==> src/rtl/psga_pkg.sv <==
`default_nettype none
package psga_pkg;

	localparam int unsigned GROUP_SLOTS_DEF = 8;
	localparam logic [26:0] CUTOFF_RESET = 27'd19980902;
	localparam logic [6:0]  RATE_FULL = 7'd100;

	localparam int unsigned IN_DATA_W  = 104;
	localparam int unsigned OUT_DATA_W = 256;
	localparam int unsigned APB_ADDR_W = 3;

	localparam logic REG_CUTOFF = 1'b0;

	typedef struct packed {
		logic        vld;
		logic [15:0] key;
		logic [15:0] qty;
		logic [23:0] price;
		logic [30:0] dprice;
		logic [38:0] charge;
	} tok_t;

	typedef struct packed {
		logic [15:0] key;
		logic [31:0] qty;
		logic [47:0] base;
		logic [62:0] disc;
		logic [62:0] chg;
		logic [31:0] cnt;
	} grp_t;

	typedef struct packed {
		logic used;
		grp_t grp;
	} slot_t;

	typedef enum logic [1:0] {
		ST_IDLE,
		ST_DRAIN,
		ST_DUMP
	} dump_state_t;

endpackage
`default_nettype wire

==> src/rtl/psga_prod.sv <==
`default_nettype none
module psga_prod
	import psga_pkg::*;
(
	input  wire logic        clk,
	input  wire logic        arst_n,
	input  wire logic        in_vld,
	input  wire logic [26:0] ship_date,
	input  wire logic [26:0] cutoff,
	input  wire logic [15:0] key,
	input  wire logic [15:0] qty,
	input  wire logic [23:0] price,
	input  wire logic [6:0]  discount,
	input  wire logic [6:0]  tax,
	output tok_t             tok,
	output logic             busy
);

	logic        vld_s1;
	logic [15:0] key_s1;
	logic [15:0] qty_s1;
	logic [23:0] price_s1;
	logic [30:0] dprice_s1;
	logic [6:0]  tax_s1;
	logic [6:0]  disc_sat;
	logic        vld_s2;
	logic [15:0] key_s2;
	logic [15:0] qty_s2;
	logic [23:0] price_s2;
	logic [30:0] dprice_s2;
	logic [38:0] charge_s2;

	assign disc_sat = (discount > RATE_FULL) ? RATE_FULL : discount;

	always_ff @(posedge clk or negedge arst_n) begin
		if (!arst_n) begin
			vld_s1 <= 1'b0;
			vld_s2 <= 1'b0;
		end else begin
			vld_s1 <= in_vld && (ship_date <= cutoff);
			vld_s2 <= vld_s1;
		end
	end

	always_ff @(posedge clk) begin
		key_s1    <= key;
		qty_s1    <= qty;
		price_s1  <= price;
		tax_s1    <= tax;
		dprice_s1 <= 31'(price * 31'(RATE_FULL - disc_sat));
		key_s2    <= key_s1;
		qty_s2    <= qty_s1;
		price_s2  <= price_s1;
		dprice_s2 <= dprice_s1;
		charge_s2 <= 39'(dprice_s1 * 39'({1'b0, RATE_FULL} + {1'b0, tax_s1}));
	end

	assign tok  = {vld_s2, key_s2, qty_s2, price_s2, dprice_s2, charge_s2};
	assign busy = vld_s1 | vld_s2;

endmodule
`default_nettype wire

==> config.mk <==
export PLATFORM = sky130hd
export DESIGN_NAME = psga_prod
export DESIGN_NICKNAME = d
export VERILOG_FILES = /design/src/rtl/psga_pkg.sv /design/src/rtl/psga_prod.sv
export SDC_FILE = /design/constraint.sdc
export NUM_CORES = 1
export LEC_CHECK = 0
export BUFFER_PORTS_ARGS = -buffer_cell sky130_fd_sc_hd__buf_2
export CAP_MARGIN = 10
export CORE_UTILIZATION = 32
export CTS_CLUSTER_DIAMETER = 80
export DETAILED_ROUTE_END_ITERATION = 12
export GPL_ROUTABILITY_DRIVEN = 0
export HOLD_SLACK_MARGIN = 0.05
export PLACE_DENSITY = 0.55
export REMOVE_ABC_BUFFERS = 1
export SETUP_SLACK_MARGIN = 0.4
export SYNTH_ARGS = -nofsm -noshare
export SYNTH_HDL_FRONTEND = slang
export SYNTH_SLANG_ARGS = --single-unit
==> constraint.sdc <==
create_clock -name clk -period 6.2 [get_ports clk]
set_clock_uncertainty 0.05 [all_clocks]
set_input_delay 0.62 -clock clk [delete_from_list [all_inputs] [get_ports clk]]
set_output_delay 0.62 -clock clk [all_outputs]
set_load 0.1 [all_outputs]
==> results of run 1 <==
what timing repair did:
action	CTS	global route
endpoints found under the hold margin	2	0
setup buffers	5	9
cloned	1	1
hold buffers	1	0
gates resized for setup	23	71
setup endpoints to repair	24	25
pin swaps	6	74
cells in the mapped netlist, drive strengths merged, types with 14 or more instances:
| cell | instances | area share |
|---|---|---|
| a21o | 33 | 0.013 |
| nand3 | 14 | 0.0037 |
| a21oi | 58 | 0.015 |
| nor2 | 31 | 0.0062 |
| and3 | 28 | 0.0093 |
| inv | 365 | 0.073 |
| xor2 | 16 | 0.0075 |
| and2 | 192 | 0.064 |
| clkbuf | 47 | 0.0095 |
| dfxtp | 220 | 0.23 |
| o21ai | 29 | 0.0079 |
| nand2 | 195 | 0.039 |
| xnor2 | 47 | 0.022 |
| fa | 307 | 0.33 |
| nor2b | 41 | 0.014 |
| ha | 156 | 0.10 |
worst max-delay path by stage:
stage	startpoint	slack, ns	endpoint	cells after the start
after floorplan	discount[0]	-1.04	dprice_s1[29]$_DFF_P_	26
after global placement	discount[0]	-0.40	dprice_s1[28]$_DFF_P_	29
after detailed placement	discount[0]	-0.47	dprice_s1[28]$_DFF_P_	30
after CTS	tax_s1[2]$_DFF_P_	0.33	charge_s2[38]$_DFF_P_	23
after global routing	discount[1]	0.36	dprice_s1[27]$_DFF_P_	30
final	discount[1]	0.52	dprice_s1[29]$_DFF_P_	30
flip-flops by register name (all words and copies together) (netlist names):
signal,flops
key_s2,16
vld_s2,1
dprice_s1,31
qty_s2,16
price_s1,24
tax_s1,7
price_s2,24
vld_s1,1
dprice_s2,31
qty_s1,16
key_s1,16
charge_s2,39
area by class of cell:
type / count / share of cell area
multi-input combinational: 1285 / 0.5695
sequential: 222 / 0.1913
timing repair buffer: 368 / 0.09701
inverter: 365 / 0.05879
tap: 765 / 0.04107
clock buffer: 33 / 0.03264
clock inverter: 20 / 0.009718
stage by stage:
step | area [um^2] | setup slack, ns | utilization | hold WS (ns) | TNS (ns)
after global routing | 23300 | 0.3560 | 0.4032 | 0.06503 | 0
after detailed placement | 21710 | -0.4735 | 0.3755 | 0.2621 | -4.585
final | 23300 | 0.5199 | 0.4032 | 0.1047 | 0
after CTS | 22850 | 0.3274 | 0.3952 | 0.05353 | 0
after floorplan | 18670 | -1.042 | - | 0.2596 | -14.31
after global placement | 21710 | -0.3994 | 0.3755 | 0.2596 | -3.673
cells by family after synthesis:
group,after synthesis,synth area share
DFF,222,0.2371
buffers and inverters,414,0.08344
AOI/OAI and AO/OA,185,0.06539
xor gates and xnor gates,63,0.02937
muxes,1,0.0005328
and+or+nand+nor,549,0.1528
adders and majority gates,463,0.4310
other,2,0.0003997
metal layers:
| layer | wire length (um) | GRT usage | vias up |
|---|---|---|---|
| met2 | 21210 | 0.2548 | 225 |
| met3 | 1598 | 0.01975 | 58 |
| li1 | - | - | 6548 |
| met1 | 19300 | 0.1865 | 6664 |
| met5 | 0 | 0 | - |
| met4 | 1220 | 0.04026 | 0 |
worst max-delay path: cells and delay by family:
| kind | cells | cell delay (ns) |
|---|---|---|
| buf+inv | 7 | 0.67 |
| simple gates | 8 | 1.23 |
| compound gates | 8 | 1.11 |
| xor+xnor | 1 | 0.11 |
| fa+ha+maj | 6 | 2.37 |
==> impl_metrics.json, run 1 <==
{
  "yosys.cell_types.count": 64,
  "insertedDiodeCount": 0,
  "worstHoldEndpoint": "key_s1[7]$_DFF_P_",
  "critPathRequiredTime_ns": 6.64,
  "dpl.cell_count": 2988,
  "grt_start_max_net_pins": 32,
  "critPathMaxFanout": 8,
  "endpoint_kind": "flip-flop",
  "die-area_mm2": 0.05969,
  "status": "complete, no violations",
  "ys.flop_type": "dfxtp_1",
  "setup_violations": 0,
  "synth_edf_count": 0,
  "fp.coreArea_mm2": 0.05781,
  "syn_area_mm2": 0.01879,
  "grt_overflow": 0,
  "rows": 88,
  "drv_cap": 0,
  "worst_slew_pin_slew_ns": 0.6435,
  "layout-drive-gt1-share": 0.2163,
  "cts_buffers": 29,
  "num_vias": 13500,
  "cpMaxStageDelayCell": "fa_1",
  "r2r-end": "charge_s2[38]$_DFF_P_",
  "syn_to_final_growth_pct": 24.03,
  "num-fill-cells": 5741,
  "seq_area_frac_synth": 0.2371,
  "slew_viol_final": 0,
  "htree_num_levels": 1,
  "synth.avg_cell_area_um2": 9.894,
  "ant_nets": 0,
  "antenna_found_initial": 0,
  "finalCriticalPeriod_ns": 5.680,
  "reg2reg_slack_ns": 0.54,
  "crit_type": "in -> reg",
  "fin_nets": 2861,
  "die_h_um": 244.3,
  "finalHoldViolCount": 0,
  "clkSlewWorstSetupHoldPaths_ns": 0.06,
  "rsz0062_at_grt": "yes",
  "final_cell_count_no_fill": 3058,
  "seqCellArea_mm2": 0.004458,
  "max_stage_delay_ns": 0.51,
  "yosysWarnings": 0,
  "final_cell_mix": "361 x inv_1, 301 x fa_1, 254 x buf_2",
  "period_share": 0.9161,
  "fmax_mhz": 176.1,
  "startpoint_type": "input port",
  "drc_errors": 0,
  "clk_latency_ns": 0.56,
  "syn_inst": 1899,
  "boundaryPins": 255,
  "chipWidth_um": 244.3,
  "arrival_ns": 6.12,
  "relSlewSlack": 0.5704,
  "hpwl_mm": 34.79,
  "hp-class": "in -> reg",
  "synth-async-reset-ratio": 0.009009,
  "final_common_cell": "inv_1",
  "grt_use_total": 0.1455,
  "hold_depth": 1,
  "grt_pass1_wl_mm": 71.32,
  "viasPerCell": 4.413,
  "first_global_vias": 14430,
  "io_buffers": 254,
  "reg2regPathDepth": 21,
  "cts_root_buf": "clkbuf_16",
  "multi_input_area_mm2": 0.01327,
  "worstHoldStart": "key[7]",
  "cts_sinks": 222,
  "synth-seq-cells": 222,
  "start_util": 0.3250,
  "cts_max_path_buffers": 3,
  "finalWirelength_mm": 43.33,
  "cts_tree": "yes",
  "wl_per_cell_um": 14.17,
  "first_iter_violations": 447,
  "r2r_start": "tax_s1[2]$_DFF_P_",
  "dr.pass1.iters": 5
}
Power of run 1 is not shown: default switching activity piles up to over one toggle a cycle in this logic, so the estimate is an artifact.
==> run 2: changes to the inputs <==
CORE_MARGIN = 4   (was not set)
==> run 2 against run 1 <==
Against the previous run:
- critical path depth stayed put
- die area rose by 5.0%
- final cell count is 0.52% higher
- non-clock buffer count rose by 14
- via count rose by 0.37%
- sequential share of layout area down 0.24 points
- wire length grew 5.0%
- flip-flop and latch count unchanged
- setup slack lost 0.012 ns
- highest routed layer unchanged
==> impl_metrics.json, run 2 (synthesis gave the netlist of run 1 again) <==
{
  "dr.pass1.iters": 5,
  "first_global_vias": 14920,
  "status": "complete, no violations",
  "die-area_mm2": 0.06266,
  "crit_start": "discount[0]",
  "crit_type": "in -> reg",
  "final_cell_count_no_fill": 3074,
  "max_stage_delay_ns": 0.55,
  "num_vias": 13550,
  "worst_slew_pin_slew_ns": 0.5392,
  "setup_violations": 0,
  "reg2reg_slack_ns": 0.52,
  "grt_pass1_wl_mm": 74.83,
  "period_share": 0.9180,
  "final_common_cell": "inv_1",
  "hpwl_mm": 36.26,
  "num-fill-cells": 5720,
  "reg_top3": "charge_s2 x39, dprice_s1 x31, dprice_s2 x31",
  "grt_use_total": 0.1429,
  "post-route-util": 0.4076,
  "drv_cap": 0,
  "largest_reg_flops": 39,
  "critPathMaxFanout": 7,
  "cts_sinks": 222,
  "hp-class": "in -> reg",
  "cts_tree": "yes",
  "wl_per_cell_um": 14.80,
  "multi_input_area_mm2": 0.01335,
  "first_iter_violations": 437,
  "final_area_mm2": 0.02360,
  "io_buffers": 254,
  "cts_max_path_buffers": 3,
  "critPathRequiredTime_ns": 6.63,
  "placed_area_mm2": 0.02166,
  "start_util": 0.3244,
  "viasPerCell": 4.406,
  "arrival_ns": 6.12,
  "endpoint_kind": "flip-flop",
  "fmax_mhz": 175.7,
  "final_cell_mix": "354 x inv_1, 300 x fa_1, 252 x buf_2",
  "dpl.cell_count": 2982,
  "cts_root_buf": "clkbuf_16",
  "clkSlewWorstSetupHoldPaths_ns": 0.06,
  "rsz0062_at_grt": "yes",
  "chipWidth_um": 250.3,
  "r2r_start": "tax_s1[3]$_DFF_P_",
  "fp.coreArea_mm2": 0.05792,
  "syn_to_final_growth_pct": 25.62,
  "grt_start_max_net_pins": 32,
  "fin_hold_ws_ns": 0.09700,
  "grt_overflow": 0,
  "htree_num_levels": 1,
  "ant_nets": 0,
  "finalHoldViolCount": 0,
  "cts_buffers": 29,
  "finalWirelength_mm": 45.50,
  "clk_latency_ns": 0.57,
  "worstHoldStart": "qty[2]",
  "top_register": "charge_s2",
  "relSlewSlack": 0.6430,
  "rows": 88,
  "cpMaxStageDelayCell": "fa_1",
  "drc_errors": 0,
  "seqCellArea_mm2": 0.004459,
  "finalCriticalPeriod_ns": 5.692,
  "layout-drive-gt1-share": 0.2258,
  "die_h_um": 250.3,
  "boundaryPins": 255,
  "slew_viol_final": 0,
  "fin_nets": 2875,
  "antenna_found_initial": 0,
  "startpoint_type": "input port"
}
[run 2: changes by cell type in the layout (fill, tap and decap cells not counted), sizes merged]
cell         change
clkinvlp         -4
clkinv           -3
bufbuf           +2
buf              +5
dlygate4sd3      +8
bufinv           +1
inv              +3
clkbuf           +2
diode            +2
[run 2: routing by layer]
layer	track usage	part of all wire
met4	0.04533	0.029
met2	0.2520	0.50
met5	0	0
met1	0.1817	0.44
met3	0.02004	0.038
[run 2: path summary, 6_finish.rpt]
path                                              end  cells after the start
worst min-delay path                qty_s1[2]$_DFF_P_                      1
worst max-delay path            dprice_s1[30]$_DFF_P_                     30
worst min register to register      qty_s2[7]$_DFF_P_                      0
worst max register to register  charge_s2[38]$_DFF_P_                     21
min in group asynchronous            vld_s2$_DFF_PN0_                      2
max in group asynchronous            vld_s1$_DFF_PN0_                      2
[run 2: critical path: cells and delay by family]
family                     cells  cell delay [ns]
adders and majority gates      6             2.38
AOI/OAI and AO/OA             10             1.70
and+or+nand+nor                7             0.76
buffers and inverters          7             0.64
[run 2: cell type report]
class	instances	share of cell area
sequential	222	0.1889
clock buffer	36	0.03440
antenna	2	0.0002120
clock inverter	17	0.008746
tap	765	0.04055
multi-input combinational	1285	0.5657
timing repair buffer	382	0.1034
inverter	365	0.05804
[run 2: repair_timing]
item / CTS / global route
buffers inserted: 11 / 14
pin swaps: 18 / 61
resized for setup: 27 / 95
cloned: 2 / 1
endpoints found under the hold margin: 10 / 0
hold buffers: 9 / 0
setup endpoints to repair: 14 / 23
[run 2: through the flow]
stage / setup TNS, ns / setup slack [ns]
after global placement: -3.488 / -0.4126
after floorplan: -14.31 / -1.042
after CTS: 0 / 0.4119
after global routing: 0 / 0.2916
final: 0 / 0.5083
after detailed placement: -4.881 / -0.5197
Power of run 2 is left out for the same reason.
==> run 3: changes to the inputs <==
PLACE_DENSITY = 0.59   (was 0.55)
==> run 3 against run 2 <==
Against the previous run:
- final area up 1.2%
- non-clock buffer count up 21
- register-to-register slack hardly changed
- largest cell class unchanged
- worst hold slack better by 0.0029 ns
- clock-buffer cell count shrank 1
- final cell count grew 0.65%
- via count up 1.8%
- wire length is 2.2% higher
- fmax up 0.29%
- setup slack better by 0.016 ns
- utilization up 0.47 points
- flip-flop and latch count unchanged
==> impl_metrics.json, run 3 (synthesis gave the netlist of run 1 again) <==
{
  "relSlewSlack": 0.5596,
  "dpl.cell_count": 2980,
  "htree_num_levels": 1,
  "first_global_vias": 15430,
  "rsz0062_at_grt": "yes",
  "critPathRequiredTime_ns": 6.62,
  "fmax_mhz": 176.2,
  "clk_latency_ns": 0.59,
  "start_util": 0.3244,
  "die_h_um": 250.3,
  "grt_overflow": 0,
  "grt_use_total": 0.1451,
  "critPathMaxFanout": 5,
  "num-fill-cells": 5648,
  "drv_cap": 0,
  "rows": 88,
  "worst_slew_pin_slew_ns": 0.6596,
  "boundaryPins": 255,
  "syn_to_final_growth_pct": 27.08,
  "chipWidth_um": 250.3,
  "endpoint_kind": "flip-flop",
  "layout-drive-gt1-share": 0.2220,
  "largest_reg_flops": 39,
  "final_cell_count_no_fill": 3094,
  "num_vias": 13790,
  "reg2reg_slack_ns": 0.52,
  "antenna_found_initial": 1,
  "cts_max_path_buffers": 3,
  "status": "complete, no violations",
  "reg_top3": "charge_s2 x39, dprice_s1 x31, dprice_s2 x31",
  "worstHoldEndpoint": "tax_s1[5]$_DFF_P_",
  "cts_tree": "yes",
  "first_iter_violations": 554,
  "tns_ns": 0,
  "crit_type": "reg -> reg",
  "clkSlewWorstSetupHoldPaths_ns": 0.06,
  "finalCriticalPeriod_ns": 5.675,
  "worstHoldStart": "tax[5]",
  "viasPerCell": 4.456,
  "insertedDiodeCount": 0,
  "finalWirelength_mm": 46.49,
  "arrival_ns": 6.10,
  "finalHoldViolCount": 0,
  "final_cell_mix": "358 x inv_1, 299 x fa_1, 252 x buf_2",
  "top_register": "charge_s2",
  "io_buffers": 254,
  "ant_nets": 0,
  "post-route-util": 0.4123,
  "dr.pass1.iters": 5,
  "wl_per_cell_um": 15.03,
  "reg2regPathDepth": 21,
  "fp.coreArea_mm2": 0.05792,
  "final_area_mm2": 0.02388,
  "r2r-end": "charge_s2[38]$_DFF_P_",
  "drc_errors": 0,
  "fin_nets": 2896,
  "r2r_start": "tax_s1[2]$_DFF_P_",
  "grt_start_max_net_pins": 32,
  "setup_violations": 0,
  "die-area_mm2": 0.06266,
  "period_share": 0.9154,
  "hpwl_mm": 36.25,
  "grt_pass1_wl_mm": 76.58,
  "hp-class": "in -> reg",
  "cts_sinks": 222,
  "slew_viol_final": 0,
  "final_common_cell": "inv_1",
  "placed_area_mm2": 0.02164,
  "cts_buffers": 29,
  "startpoint_type": "flip-flop",
  "hold_depth": 1,
  "cts_root_buf": "clkbuf_16"
}
==> run 3: changes by cell type in the layout (fill, tap and decap cells not counted), moves of 4 or more <==
| cell | previous run | this run |
|---|---|---|
| clkinv_4 | 2 | 6 |
| buf_4 | 102 | 94 |
| inv_1 | 354 | 358 |
| clkbuf_1 | 1 | 5 |
| dlygate4sd3_1 | 9 | 39 |
| inv_6 | 6 | 2 |
| inv_2 | 11 | 7 |
| ha_1 | 138 | 130 |
| ha_4 | 12 | 17 |
| clkbuf_8 | 6 | 1 |
==> run 3: repair_timing <==
action / 4_1_cts / 5_1_grt
endpoints found under the hold margin: 40 / 0
gates resized for setup: 19 / 113
pin swaps: 11 / 77
hold buffers: 39 / 0
setup endpoints to repair: 15 / 24
buffers inserted: 5 / 14
gates cloned: 0 / 2
==> run 3: worst max-delay path: stages, from the launching register on <==
cell and delay (ns):
dfxtp_4 0.36, ha_4 0.17, a21oi_4 0.20, xor2_4 0.23, buf_12 0.14, clkbuf_16 0.13
nand2_4 0.05, fa_2 0.57, fa_1 0.46, fa_2 0.49, fa_1 0.56, inv_2 0.06
ha_4 0.26, nand4_1 0.17, nor3_4 0.07, and4_4 0.19, a311oi_4 0.35, and4_4 0.30
o21ai_4 0.08, or3b_1 0.38, a31oi_2 0.19, xnor2_1 0.09
==> run 3: per-stage QoR <==
stage / hold slack [ns] / setup WS [ns]
finish: 0.09987 / 0.5247
global route: 0.06400 / 0.3319
CTS: 0.05440 / 0.4021
detailed placement: 0.2621 / -0.5398
global placement: 0.2596 / -0.4662
floorplan: 0.2596 / -1.042
==> run 3: cell type report <==
cell class	count	area, um^2	area share
clock buffers	35	758.2	0.03175
clock inverters	19	247.7	0.01038
inverters	365	1370	0.05738
multi-input cells	1285	13430	0.5626
flip-flops and latches	222	4458	0.1867
well taps	765	957.2	0.04009
repair buffers	403	2653	0.1111
==> run 3: routing by layer <==
metal	share of wire	routed length, um	track usage
met5	0	0	0
met1	0.42	19450	0.1785
met4	0.033	1557	0.04549
met2	0.51	23710	0.2648
met3	0.038	1772	0.01827
==> run 3: worst max-delay path by stage <==
| stage | from | end | cells past startpoint |
|---|---|---|---|
| CTS | tax_s1[2]$_DFF_P_ | charge_s2[38]$_DFF_P_ | 22 |
| floorplan | discount[0] | dprice_s1[29]$_DFF_P_ | 26 |
| finish | tax_s1[2]$_DFF_P_ | charge_s2[38]$_DFF_P_ | 21 |
| global route | tax_s1[2]$_DFF_P_ | charge_s2[38]$_DFF_P_ | 21 |
| detailed placement | discount[0] | dprice_s1[28]$_DFF_P_ | 28 |
| global placement | discount[0] | dprice_s1[28]$_DFF_P_ | 28 |
Power of run 3 is left out for the same reason.
